==> config.mk <==
export PLATFORM = sky130hd
export DESIGN_NAME = spectral_peak_interpolator
export DESIGN_NICKNAME = d
export VERILOG_FILES = /design/src/hdl/spi_pkg.sv /design/src/hdl/spi_div.sv /design/src/hdl/spectral_peak_interpolator.sv
export SDC_FILE = /design/constraint.sdc
export NUM_CORES = 2
export LEC_CHECK = 0
export BUFFER_PORTS_ARGS = -buffer_cell sky130_fd_sc_hd__buf_2
export CAP_MARGIN = 20
export CORE_ASPECT_RATIO = 0.6
export CORE_MARGIN = 1.5
export CORE_UTILIZATION = 65
export DETAILED_ROUTE_END_ITERATION = 7
export PLACE_DENSITY = 0.79
export SKIP_CTS_REPAIR_TIMING = 1
export SYNTH_ARGS = -nofsm -noshare
export SYNTH_HDL_FRONTEND = slang
export SYNTH_HIERARCHICAL = 1
export SYNTH_SLANG_ARGS = --single-unit
==> constraint.sdc <==
create_clock -name clk -period 20.3 [get_ports clk]
set_input_delay 2.03 -clock clk [delete_from_list [all_inputs] [get_ports clk]]
set_output_delay 2.03 -clock clk [all_outputs]
set_load 0.05 [all_outputs]
==> src/hdl/spi_pkg.sv <==
// Shared types and constants for the spectral peak interpolator.
package spi_pkg;

    localparam int SAMPLE_W = 16;
    localparam int SPACING_W = 16;
    localparam int FREQ_W = 24;
    localparam int POWER_W = 18;
    localparam int BIN_W = 7;
    localparam int ORD_W = 7;
    localparam int OUT_DATA_W = 56;
    localparam int CFG_IDX_W = 2;

    localparam int DIV_W = 20;
    localparam int QUO_W = 24;
    localparam int STEP_W = 4;

    localparam logic [STEP_W-1:0] FREQ_STEPS = 4'd12;
    localparam logic [STEP_W-1:0] POWER_STEPS = 4'd9;

    localparam logic signed [SAMPLE_W-1:0] RST_THRESHOLD = 16'sd410;
    localparam logic [SPACING_W-1:0] RST_SPACING = 16'd256;

    localparam logic [FREQ_W-1:0] FREQ_MAX = 24'hFFFFFF;
    localparam logic signed [POWER_W-1:0] POWER_MAX = 18'sh1FFFF;
    localparam logic signed [POWER_W-1:0] POWER_MIN = 18'sh20000;
    localparam logic [ORD_W-1:0] ORD_MAX = 7'd127;

    typedef enum logic [CFG_IDX_W-1:0] {
        CFG_PEAK_MODE   = 2'd0,
        CFG_THRESHOLD   = 2'd1,
        CFG_BIN_SPACING = 2'd2
    } cfg_index_t;

    typedef struct packed {
        logic              start;
        logic [DIV_W-1:0]  rem_init;
        logic [QUO_W-1:0]  low_bits;
        logic [DIV_W-1:0]  divisor;
        logic [STEP_W-1:0] steps;
    } div_req_t;

    typedef struct packed {
        logic busy;
        logic done;
    } div_stat_t;

endpackage

==> src/hdl/spi_div.sv <==
// Radix-4 restoring unsigned divider, two quotient bits per cycle.
module spi_div (
    input  logic                       clk,
    input  logic                       rst_n,
    input  spi_pkg::div_req_t          req,
    output spi_pkg::div_stat_t         stat,
    output logic [spi_pkg::QUO_W-1:0]  quotient
);
    import spi_pkg::*;

    logic [DIV_W-1:0]  rem_reg, rem_next;
    logic [QUO_W-1:0]  low_reg, low_next;
    logic [QUO_W-1:0]  quo_reg, quo_next;
    logic [DIV_W-1:0]  dvs_reg, dvs_next;
    logic [STEP_W-1:0] cnt_reg, cnt_next;
    logic              busy_reg, busy_next;
    logic              done_reg, done_next;

    logic [DIV_W-1:0]  rem_v;
    logic [QUO_W-1:0]  low_v;
    logic [QUO_W-1:0]  quo_v;
    logic [DIV_W:0]    trial;

    always_comb
    begin
        rem_v = rem_reg;
        low_v = low_reg;
        quo_v = quo_reg;
        trial = '0;
        for (int i = 0; i < 2; i++)
        begin
            trial = {rem_v, low_v[QUO_W-1]};
            low_v = {low_v[QUO_W-2:0], 1'b0};
            if (trial >= {1'b0, dvs_reg})
            begin
                trial = trial - {1'b0, dvs_reg};
                quo_v = {quo_v[QUO_W-2:0], 1'b1};
            end
            else
            begin
                quo_v = {quo_v[QUO_W-2:0], 1'b0};
            end
            rem_v = trial[DIV_W-1:0];
        end
    end

    always_comb
    begin
        rem_next = rem_reg;
        low_next = low_reg;
        quo_next = quo_reg;
        dvs_next = dvs_reg;
        cnt_next = cnt_reg;
        busy_next = busy_reg;
        done_next = 1'b0;
        if (req.start)
        begin
            rem_next = req.rem_init;
            low_next = req.low_bits;
            quo_next = '0;
            dvs_next = req.divisor;
            cnt_next = req.steps;
            busy_next = 1'b1;
        end
        else if (busy_reg)
        begin
            rem_next = rem_v;
            low_next = low_v;
            quo_next = quo_v;
            cnt_next = cnt_reg - 1'b1;
            if (cnt_reg == STEP_W'(1))
            begin
                busy_next = 1'b0;
                done_next = 1'b1;
            end
        end
    end

    always_ff @(posedge clk or negedge rst_n)
    begin
        if (!rst_n)
        begin
            cnt_reg <= '0;
            busy_reg <= 1'b0;
            done_reg <= 1'b0;
        end
        else
        begin
            cnt_reg <= cnt_next;
            busy_reg <= busy_next;
            done_reg <= done_next;
        end
    end

    always_ff @(posedge clk)
    begin
        rem_reg <= rem_next;
        low_reg <= low_next;
        quo_reg <= quo_next;
        dvs_reg <= dvs_next;
    end

    assign stat.busy = busy_reg;
    assign stat.done = done_reg;
    assign quotient = quo_reg;

endmodule

==> src/hdl/spectral_peak_interpolator.sv <==
// Spectral peak interpolator: three-point parabolic fit of local extrema.
// Items without a peak are taken one per cycle with no result.
// A peak item passes MUL_NUM, MUL_FREQ, DIV_FREQ, WAIT_FREQ, WAIT_PWR, OUT; ready then returns.
// They use one shared multiplier and a radix-4 divider (12 + 9 steps); OUT waits on the output.
// Reset (async, active low): config to defaults; history, counts, output cleared.
module spectral_peak_interpolator #(
    parameter int MAX_FRAME = 128
) (
    input  logic                             clk,
    input  logic                             rst_n,
    input  logic                             s_axis_tvalid,
    output logic                             s_axis_tready,
    input  logic [spi_pkg::SAMPLE_W-1:0]     s_axis_tdata,  // sample
    input  logic                             s_axis_tuser,  // frame_start
    output logic                             m_axis_tvalid,
    input  logic                             m_axis_tready,
    output logic [spi_pkg::OUT_DATA_W-1:0]   m_axis_tdata,  // frequency, power, bin_index, peak_ordinal
    input  logic                             cfg_we,
    input  logic [spi_pkg::CFG_IDX_W-1:0]    cfg_index,
    input  logic [spi_pkg::SAMPLE_W-1:0]     cfg_data
);
    import spi_pkg::*;

    localparam int CNT_W = $clog2(MAX_FRAME + 1);
    localparam int MUL_A_W = 32;
    localparam int MUL_B_W = 17;
    localparam int PROD_W = MUL_A_W + MUL_B_W;

    typedef enum logic [2:0] {
        S_IDLE,
        S_MUL_NUM,
        S_MUL_FREQ,
        S_DIV_FREQ,
        S_WAIT_FREQ,
        S_WAIT_PWR,
        S_OUT
    } state_t;

    state_t state_reg, state_next;

    logic                         mode_reg, mode_next;
    logic signed [SAMPLE_W-1:0]   thresh_reg, thresh_next;
    logic [SPACING_W-1:0]         spacing_reg, spacing_next;
    logic signed [SAMPLE_W-1:0]   old_reg, old_next;
    logic signed [SAMPLE_W-1:0]   new_reg, new_next;
    logic [CNT_W-1:0]             cnt_reg, cnt_next;
    logic [ORD_W-1:0]             peaks_reg, peaks_next;
    logic                         out_valid_reg, out_valid_next;
    logic [OUT_DATA_W-1:0]        out_data_reg, out_data_next;

    logic signed [SAMPLE_W-1:0]   z_reg, z_next;
    logic [16:0]                  an_reg, an_next;
    logic signed [16:0]           bn_reg, bn_next;
    logic [15:0]                  b2abs_reg, b2abs_next;
    logic                         a2neg_reg, a2neg_next;
    logic [CNT_W-1:0]             m_reg, m_next;
    logic [ORD_W-1:0]             ord_reg, ord_next;
    logic [PROD_W-1:0]            prod_reg, prod_next;
    logic                         numpos_reg, numpos_next;
    logic                         fsat_reg, fsat_next;
    logic                         psat_reg, psat_next;
    logic [FREQ_W-1:0]            freq_reg, freq_next;
    logic signed [POWER_W-1:0]    pw_reg, pw_next;

    logic                         accept;
    logic                         fs;
    logic signed [SAMPLE_W-1:0]   s_val;
    logic [CNT_W-1:0]             cnt_eff;
    logic signed [SAMPLE_W-1:0]   old_eff;
    logic signed [SAMPLE_W-1:0]   new_eff;
    logic [ORD_W-1:0]             peaks_eff;
    logic                         hit;
    logic signed [17:0]           a2;
    logic signed [17:0]           a2_neg;
    logic signed [16:0]           b2;
    logic signed [16:0]           b2_neg;
    logic                         produce;
    logic [MUL_B_W-1:0]           m_ext;

    logic [MUL_A_W-1:0]           mul_a;
    logic [MUL_B_W-1:0]           mul_b;
    logic [PROD_W-1:0]            mul_p;
    logic signed [32:0]           num_s;

    logic signed [19:0]           z_ext;
    logic signed [19:0]           corr_ext;
    logic signed [19:0]           pw_sum;

    div_req_t                     div_req;
    div_stat_t                    div_stat;
    logic [QUO_W-1:0]             div_quo;

    spi_div u_div (
        .clk      (clk),
        .rst_n    (rst_n),
        .req      (div_req),
        .stat     (div_stat),
        .quotient (div_quo)
    );

    assign s_axis_tready = (state_reg == S_IDLE);
    assign accept = s_axis_tvalid && s_axis_tready;
    assign fs = s_axis_tuser;
    assign s_val = s_axis_tdata;

    // frame mark clears history before the window test
    assign cnt_eff = fs ? '0 : cnt_reg;
    assign old_eff = fs ? '0 : old_reg;
    assign new_eff = fs ? '0 : new_reg;
    assign peaks_eff = fs ? '0 : peaks_reg;

    assign hit = mode_reg ? ((old_eff < new_eff) && (new_eff > s_val))
                          : ((old_eff > new_eff) && (new_eff < s_val));
    assign a2 = 18'(s_val) + 18'(old_eff) - (18'(new_eff) <<< 1);
    assign a2_neg = -a2;
    assign b2 = 17'(s_val) - 17'(old_eff);
    assign b2_neg = -b2;

    assign produce = accept && (cnt_eff < CNT_W'(MAX_FRAME)) && (cnt_eff >= CNT_W'(2))
                     && hit && (new_eff > thresh_reg) && (a2 != '0);

    assign m_ext = MUL_B_W'(m_reg);

    always_comb
    begin
        mul_a = '0;
        mul_b = '0;
        case (state_reg)
            S_MUL_NUM:
            begin
                mul_a = MUL_A_W'({an_reg, 1'b0});
                mul_b = m_ext;
            end
            S_MUL_FREQ:
            begin
                mul_a = num_s[MUL_A_W-1:0];
                mul_b = MUL_B_W'(spacing_reg);
            end
            S_DIV_FREQ:
            begin
                mul_a = MUL_A_W'(b2abs_reg);
                mul_b = MUL_B_W'(b2abs_reg);
            end
            default:
            begin
                mul_a = '0;
                mul_b = '0;
            end
        endcase
    end

    assign mul_p = PROD_W'(mul_a) * PROD_W'(mul_b);
    assign num_s = $signed({1'b0, prod_reg[MUL_A_W-1:0]}) - 33'(bn_reg);

    assign z_ext = 20'(z_reg);
    assign corr_ext = $signed({2'b00, div_quo[POWER_W-1:0]});
    assign pw_sum = a2neg_reg ? (z_ext + corr_ext) : (z_ext - corr_ext);

    always_comb
    begin
        state_next = state_reg;
        mode_next = mode_reg;
        thresh_next = thresh_reg;
        spacing_next = spacing_reg;
        old_next = old_reg;
        new_next = new_reg;
        cnt_next = cnt_reg;
        peaks_next = peaks_reg;
        out_valid_next = out_valid_reg && !m_axis_tready;
        out_data_next = out_data_reg;

        z_next = z_reg;
        an_next = an_reg;
        bn_next = bn_reg;
        b2abs_next = b2abs_reg;
        a2neg_next = a2neg_reg;
        m_next = m_reg;
        ord_next = ord_reg;
        prod_next = prod_reg;
        numpos_next = numpos_reg;
        fsat_next = fsat_reg;
        psat_next = psat_reg;
        freq_next = freq_reg;
        pw_next = pw_reg;

        div_req = '0;

        if (cfg_we)
        begin
            case (cfg_index)
                CFG_PEAK_MODE:   mode_next = cfg_data[0];
                CFG_THRESHOLD:   thresh_next = cfg_data;
                CFG_BIN_SPACING: spacing_next = cfg_data;
                default:         ;
            endcase
        end

        case (state_reg)
            S_IDLE:
            begin
                if (accept && (fs || (cnt_reg < CNT_W'(MAX_FRAME))))
                begin
                    old_next = new_eff;
                    new_next = s_val;
                    cnt_next = cnt_eff + 1'b1;
                    peaks_next = peaks_eff;
                    if (produce)
                    begin
                        if (peaks_eff < ORD_MAX)
                        begin
                            peaks_next = peaks_eff + 1'b1;
                        end
                        z_next = new_eff;
                        an_next = a2[17] ? a2_neg[16:0] : a2[16:0];
                        bn_next = a2[17] ? b2_neg : b2;
                        b2abs_next = b2[16] ? b2_neg[15:0] : b2[15:0];
                        a2neg_next = a2[17];
                        m_next = cnt_eff - 1'b1;
                        ord_next = peaks_eff;
                        state_next = S_MUL_NUM;
                    end
                end
            end
            S_MUL_NUM:
            begin
                prod_next = mul_p;
                state_next = S_MUL_FREQ;
            end
            S_MUL_FREQ:
            begin
                numpos_next = !num_s[32] && (num_s != '0);
                prod_next = mul_p;
                state_next = S_DIV_FREQ;
            end
            S_DIV_FREQ:
            begin
                div_req.start = 1'b1;
                div_req.rem_init = prod_reg[43:24];
                div_req.low_bits = prod_reg[23:0];
                div_req.divisor = DIV_W'({an_reg, 1'b0});
                div_req.steps = FREQ_STEPS;
                fsat_next = prod_reg[47:24] >= 24'({an_reg, 1'b0});
                prod_next = mul_p;
                state_next = S_WAIT_FREQ;
            end
            S_WAIT_FREQ:
            begin
                if (div_stat.done)
                begin
                    if (!numpos_reg)
                    begin
                        freq_next = '0;
                    end
                    else if (fsat_reg)
                    begin
                        freq_next = FREQ_MAX;
                    end
                    else
                    begin
                        freq_next = div_quo;
                    end
                    div_req.start = 1'b1;
                    div_req.rem_init = DIV_W'(prod_reg[33:18]);
                    div_req.low_bits = {prod_reg[17:0], 6'b000000};
                    div_req.divisor = {an_reg, 3'b000};
                    div_req.steps = POWER_STEPS;
                    psat_next = DIV_W'(prod_reg[33:18]) >= {an_reg, 3'b000};
                    state_next = S_WAIT_PWR;
                end
            end
            S_WAIT_PWR:
            begin
                if (div_stat.done)
                begin
                    if (psat_reg)
                    begin
                        pw_next = a2neg_reg ? POWER_MAX : POWER_MIN;
                    end
                    else if (pw_sum > 20'(POWER_MAX))
                    begin
                        pw_next = POWER_MAX;
                    end
                    else if (pw_sum < 20'(POWER_MIN))
                    begin
                        pw_next = POWER_MIN;
                    end
                    else
                    begin
                        pw_next = pw_sum[POWER_W-1:0];
                    end
                    state_next = S_OUT;
                end
            end
            S_OUT:
            begin
                if (!out_valid_reg || m_axis_tready)
                begin
                    out_valid_next = 1'b1;
                    out_data_next = {ord_reg, m_ext[BIN_W-1:0], pw_reg, freq_reg};
                    state_next = S_IDLE;
                end
            end
            default:
            begin
                state_next = S_IDLE;
            end
        endcase
    end

    always_ff @(posedge clk or negedge rst_n)
    begin
        if (!rst_n)
        begin
            state_reg <= S_IDLE;
            mode_reg <= 1'b1;
            thresh_reg <= RST_THRESHOLD;
            spacing_reg <= RST_SPACING;
            old_reg <= '0;
            new_reg <= '0;
            cnt_reg <= '0;
            peaks_reg <= '0;
            out_valid_reg <= 1'b0;
            out_data_reg <= '0;
        end
        else
        begin
            state_reg <= state_next;
            mode_reg <= mode_next;
            thresh_reg <= thresh_next;
            spacing_reg <= spacing_next;
            old_reg <= old_next;
            new_reg <= new_next;
            cnt_reg <= cnt_next;
            peaks_reg <= peaks_next;
            out_valid_reg <= out_valid_next;
            out_data_reg <= out_data_next;
        end
    end

    always_ff @(posedge clk)
    begin
        z_reg <= z_next;
        an_reg <= an_next;
        bn_reg <= bn_next;
        b2abs_reg <= b2abs_next;
        a2neg_reg <= a2neg_next;
        m_reg <= m_next;
        ord_reg <= ord_next;
        prod_reg <= prod_next;
        numpos_reg <= numpos_next;
        fsat_reg <= fsat_next;
        psat_reg <= psat_next;
        freq_reg <= freq_next;
        pw_reg <= pw_next;
    end

    assign m_axis_tvalid = out_valid_reg;
    assign m_axis_tdata = out_data_reg;

`ifndef NO_ASSERTIONS
    a_cnt_bound: assert property (@(posedge clk) disable iff (!rst_n)
        cnt_reg <= CNT_W'(MAX_FRAME))
        else $error("bin count beyond frame limit");

    a_div_idle: assert property (@(posedge clk) disable iff (!rst_n)
        (state_reg == S_IDLE) |-> !div_stat.busy)
        else $error("divider busy while sequencer idle");

    a_frame_restart: assert property (@(posedge clk) disable iff (!rst_n)
        (s_axis_tvalid && s_axis_tready && s_axis_tuser) |=> (cnt_reg == CNT_W'(1)))
        else $error("frame mark did not restart bin count");
`endif

endmodule

==> summary.txt <==
Status = complete, no violations
TNS Setup = 0 ps
IO buf count = 97
Reg-to-reg slack, setup = 8810 ps
Final critical-path share of the clock period = 56.6%
Clock transition at path regs = 70 ps
Tightest Hold Check Type = reg2reg
Worst Max-Slew Pin Slew = 1290 ps
Final slew viol count = 0
Post-DRT Antenna Nets = 0
Global route overflow = 0
Via/cell ratio = 6.35
Gpl congestion = 1.10
Post-synthesis cell count = 4539
Skew final = 20.9 ps
Tmin final = 11490 ps
Htree depth = 2
Worst endpoint required time = 20610 ps
Crit path max fanout = 17
Hold violation total from the final report = 0
Die ar. = 0.0672 sq mm
Residual DRC = 0
Number of global-route vias before repair = 32.4k
Width of the die = 334 microns
Max Fclk = 87.1 MHz
Most common cell on crit path = fa_1
Largest net degree at the start of global routing = 112
Worst Setup SP = bn_reg[16]$_DFFE_PP_
Drt initial violations = 4806
CP Class = reg2reg
Synth Cell Area = 0.0426 sq mm
Global-route wire length before repair = 204000 microns
Worst path max stage delay = 920 ps
Final wirelength = 136000 microns
Critical Path End = prod_reg[46]$_DFFE_PN_
Synth warn = 6
Height of the chip = 201 microns
RSZ-0062 raised after global routing = no
Critical Path AT = 11800 ps
Pre-antenna DRT Iters = 7
R2R cell count = 30
Clock Tree Root = clkbuf_16
GRT Util Overall = 40.7%
Vias = 34.4k
Core ar. = 0.0647 sq mm
CTS Sinks = 408
RR Startpoint = bn_reg[16]$_DFFE_PP_
Average size of a mapped cell = 9.39 sq um
Cts bufs inserted = 37
DP HPWL = 107000 microns
Slowest CP cell = o21bai_1
# IOs = 98
Relative slew slack = 14.3%
Capturing point of the worst reg2reg path = prod_reg[46]$_DFFE_PN_
Max FFs per register = 56
Area Growth Syn to Fin = 5.73%
Row count = 72
Clock buffer depth = 3
Clk_lat worst skew = 570 ps
Endpoint type of the worst setup path = flop
Initial Utilization = 65.9%
Worst slack, placed = 9450 ps
Max Cap Viol = 0
Routed length per placed instance = 25.1 microns
Initial antenna violation count = 6
Final net count = 5337
Startpoint Class = flop
CTS tree = yes
Finish-stage setup viols = 0
Slack of the critical path = 8810 ps
Layout cells sized above 1 = 9.17%
## metal layers
metal / share of wire, % / vias to the layer above / track usage [%]
met5: 0.18 / - / 2.13
met4: 1.9 / 8 / 7.40
met3: 19 / 204 / 21.2
met2: 35 / 2353 / 48.0
met1: 44 / 16700 / 64.2
li1: - / 15100 / -
## cells in the final DEF, fill, tap and decap left out, types with 113 or more instances in the layout
cell type / count
ha_1: 330
a21o_1: 113
dfrtp_1: 138
o21ai_0: 153
inv_1: 685
a21oi_1: 184
mux2_2: 129
nand2_1: 572
nor2_1: 347
xnor2_1: 132
fa_1: 439
edfxtp_1: 238
## how the worst min path moves through the flow
| stage | cells after the start | endpoint | start | slack (ps) |
|---|---|---|---|---|
| floorplan | 2 | new_reg[13]$_DFFE_PN0P_ | new_reg[13]$_DFFE_PN0P_ | 450 |
| CTS | 1 | m_axis_tdata[53]$_DFFE_PN0P_ | ord_reg[4]$_DFFE_PP_ | 480 |
| global route | 1 | m_axis_tdata[30]$_DFFE_PN0P_ | pw_reg[6]$_DFFE_PP_ | 490 |
| global placement | 1 | m_axis_tdata[52]$_DFFE_PN0P_ | ord_reg[3]$_DFFE_PP_ | 460 |
| finish | 1 | m_axis_tdata[34]$_DFFE_PN0P_ | pw_reg[10]$_DFFE_PP_ | 480 |
| detailed placement | 1 | m_axis_tdata[54]$_DFFE_PN0P_ | ord_reg[5]$_DFFE_PP_ | 460 |
## final cells by class
cell class | count | area (sq um)
diodes | 4 | 10.0
inverters | 686 | 2570
multi-input cells | 3241 | 28000
repair buffers | 154 | 945
flip-flops and latches | 408 | 11300
clock buffers | 43 | 1000
fillers | 5033 | 19600
clock inverters | 25 | 236
well taps | 851 | 1060
## critical path, delay by kind of cell (launching register included)
family,cells,cell delay (ps)
xor+xnor,2,820
fa+ha+maj,8,4020
compound gates,9,3580
flops,1,360
simple gates,7,1750
buf+inv,4,660
## stage by stage
| stage | utilization, % | hold WS (ps) | std cells | instance area [sq um] |
|---|---|---|---|---|
| after CTS | 69.6 | 481 | 5405 | 45000 |
| after detailed placement | 67.7 | 465 | 5337 | 43800 |
| final | 69.7 | 478 | 5412 | 45100 |
| after global routing | 69.7 | 491 | 5408 | 45100 |
| after floorplan | - | 450 | 4540 | 42600 |
| after global placement | 67.7 | 459 | 5336 | 43800 |
Power is left out: the tool's default activity adds up to more than one toggle a clock period on the data nets, which glitch-free logic cannot reach.
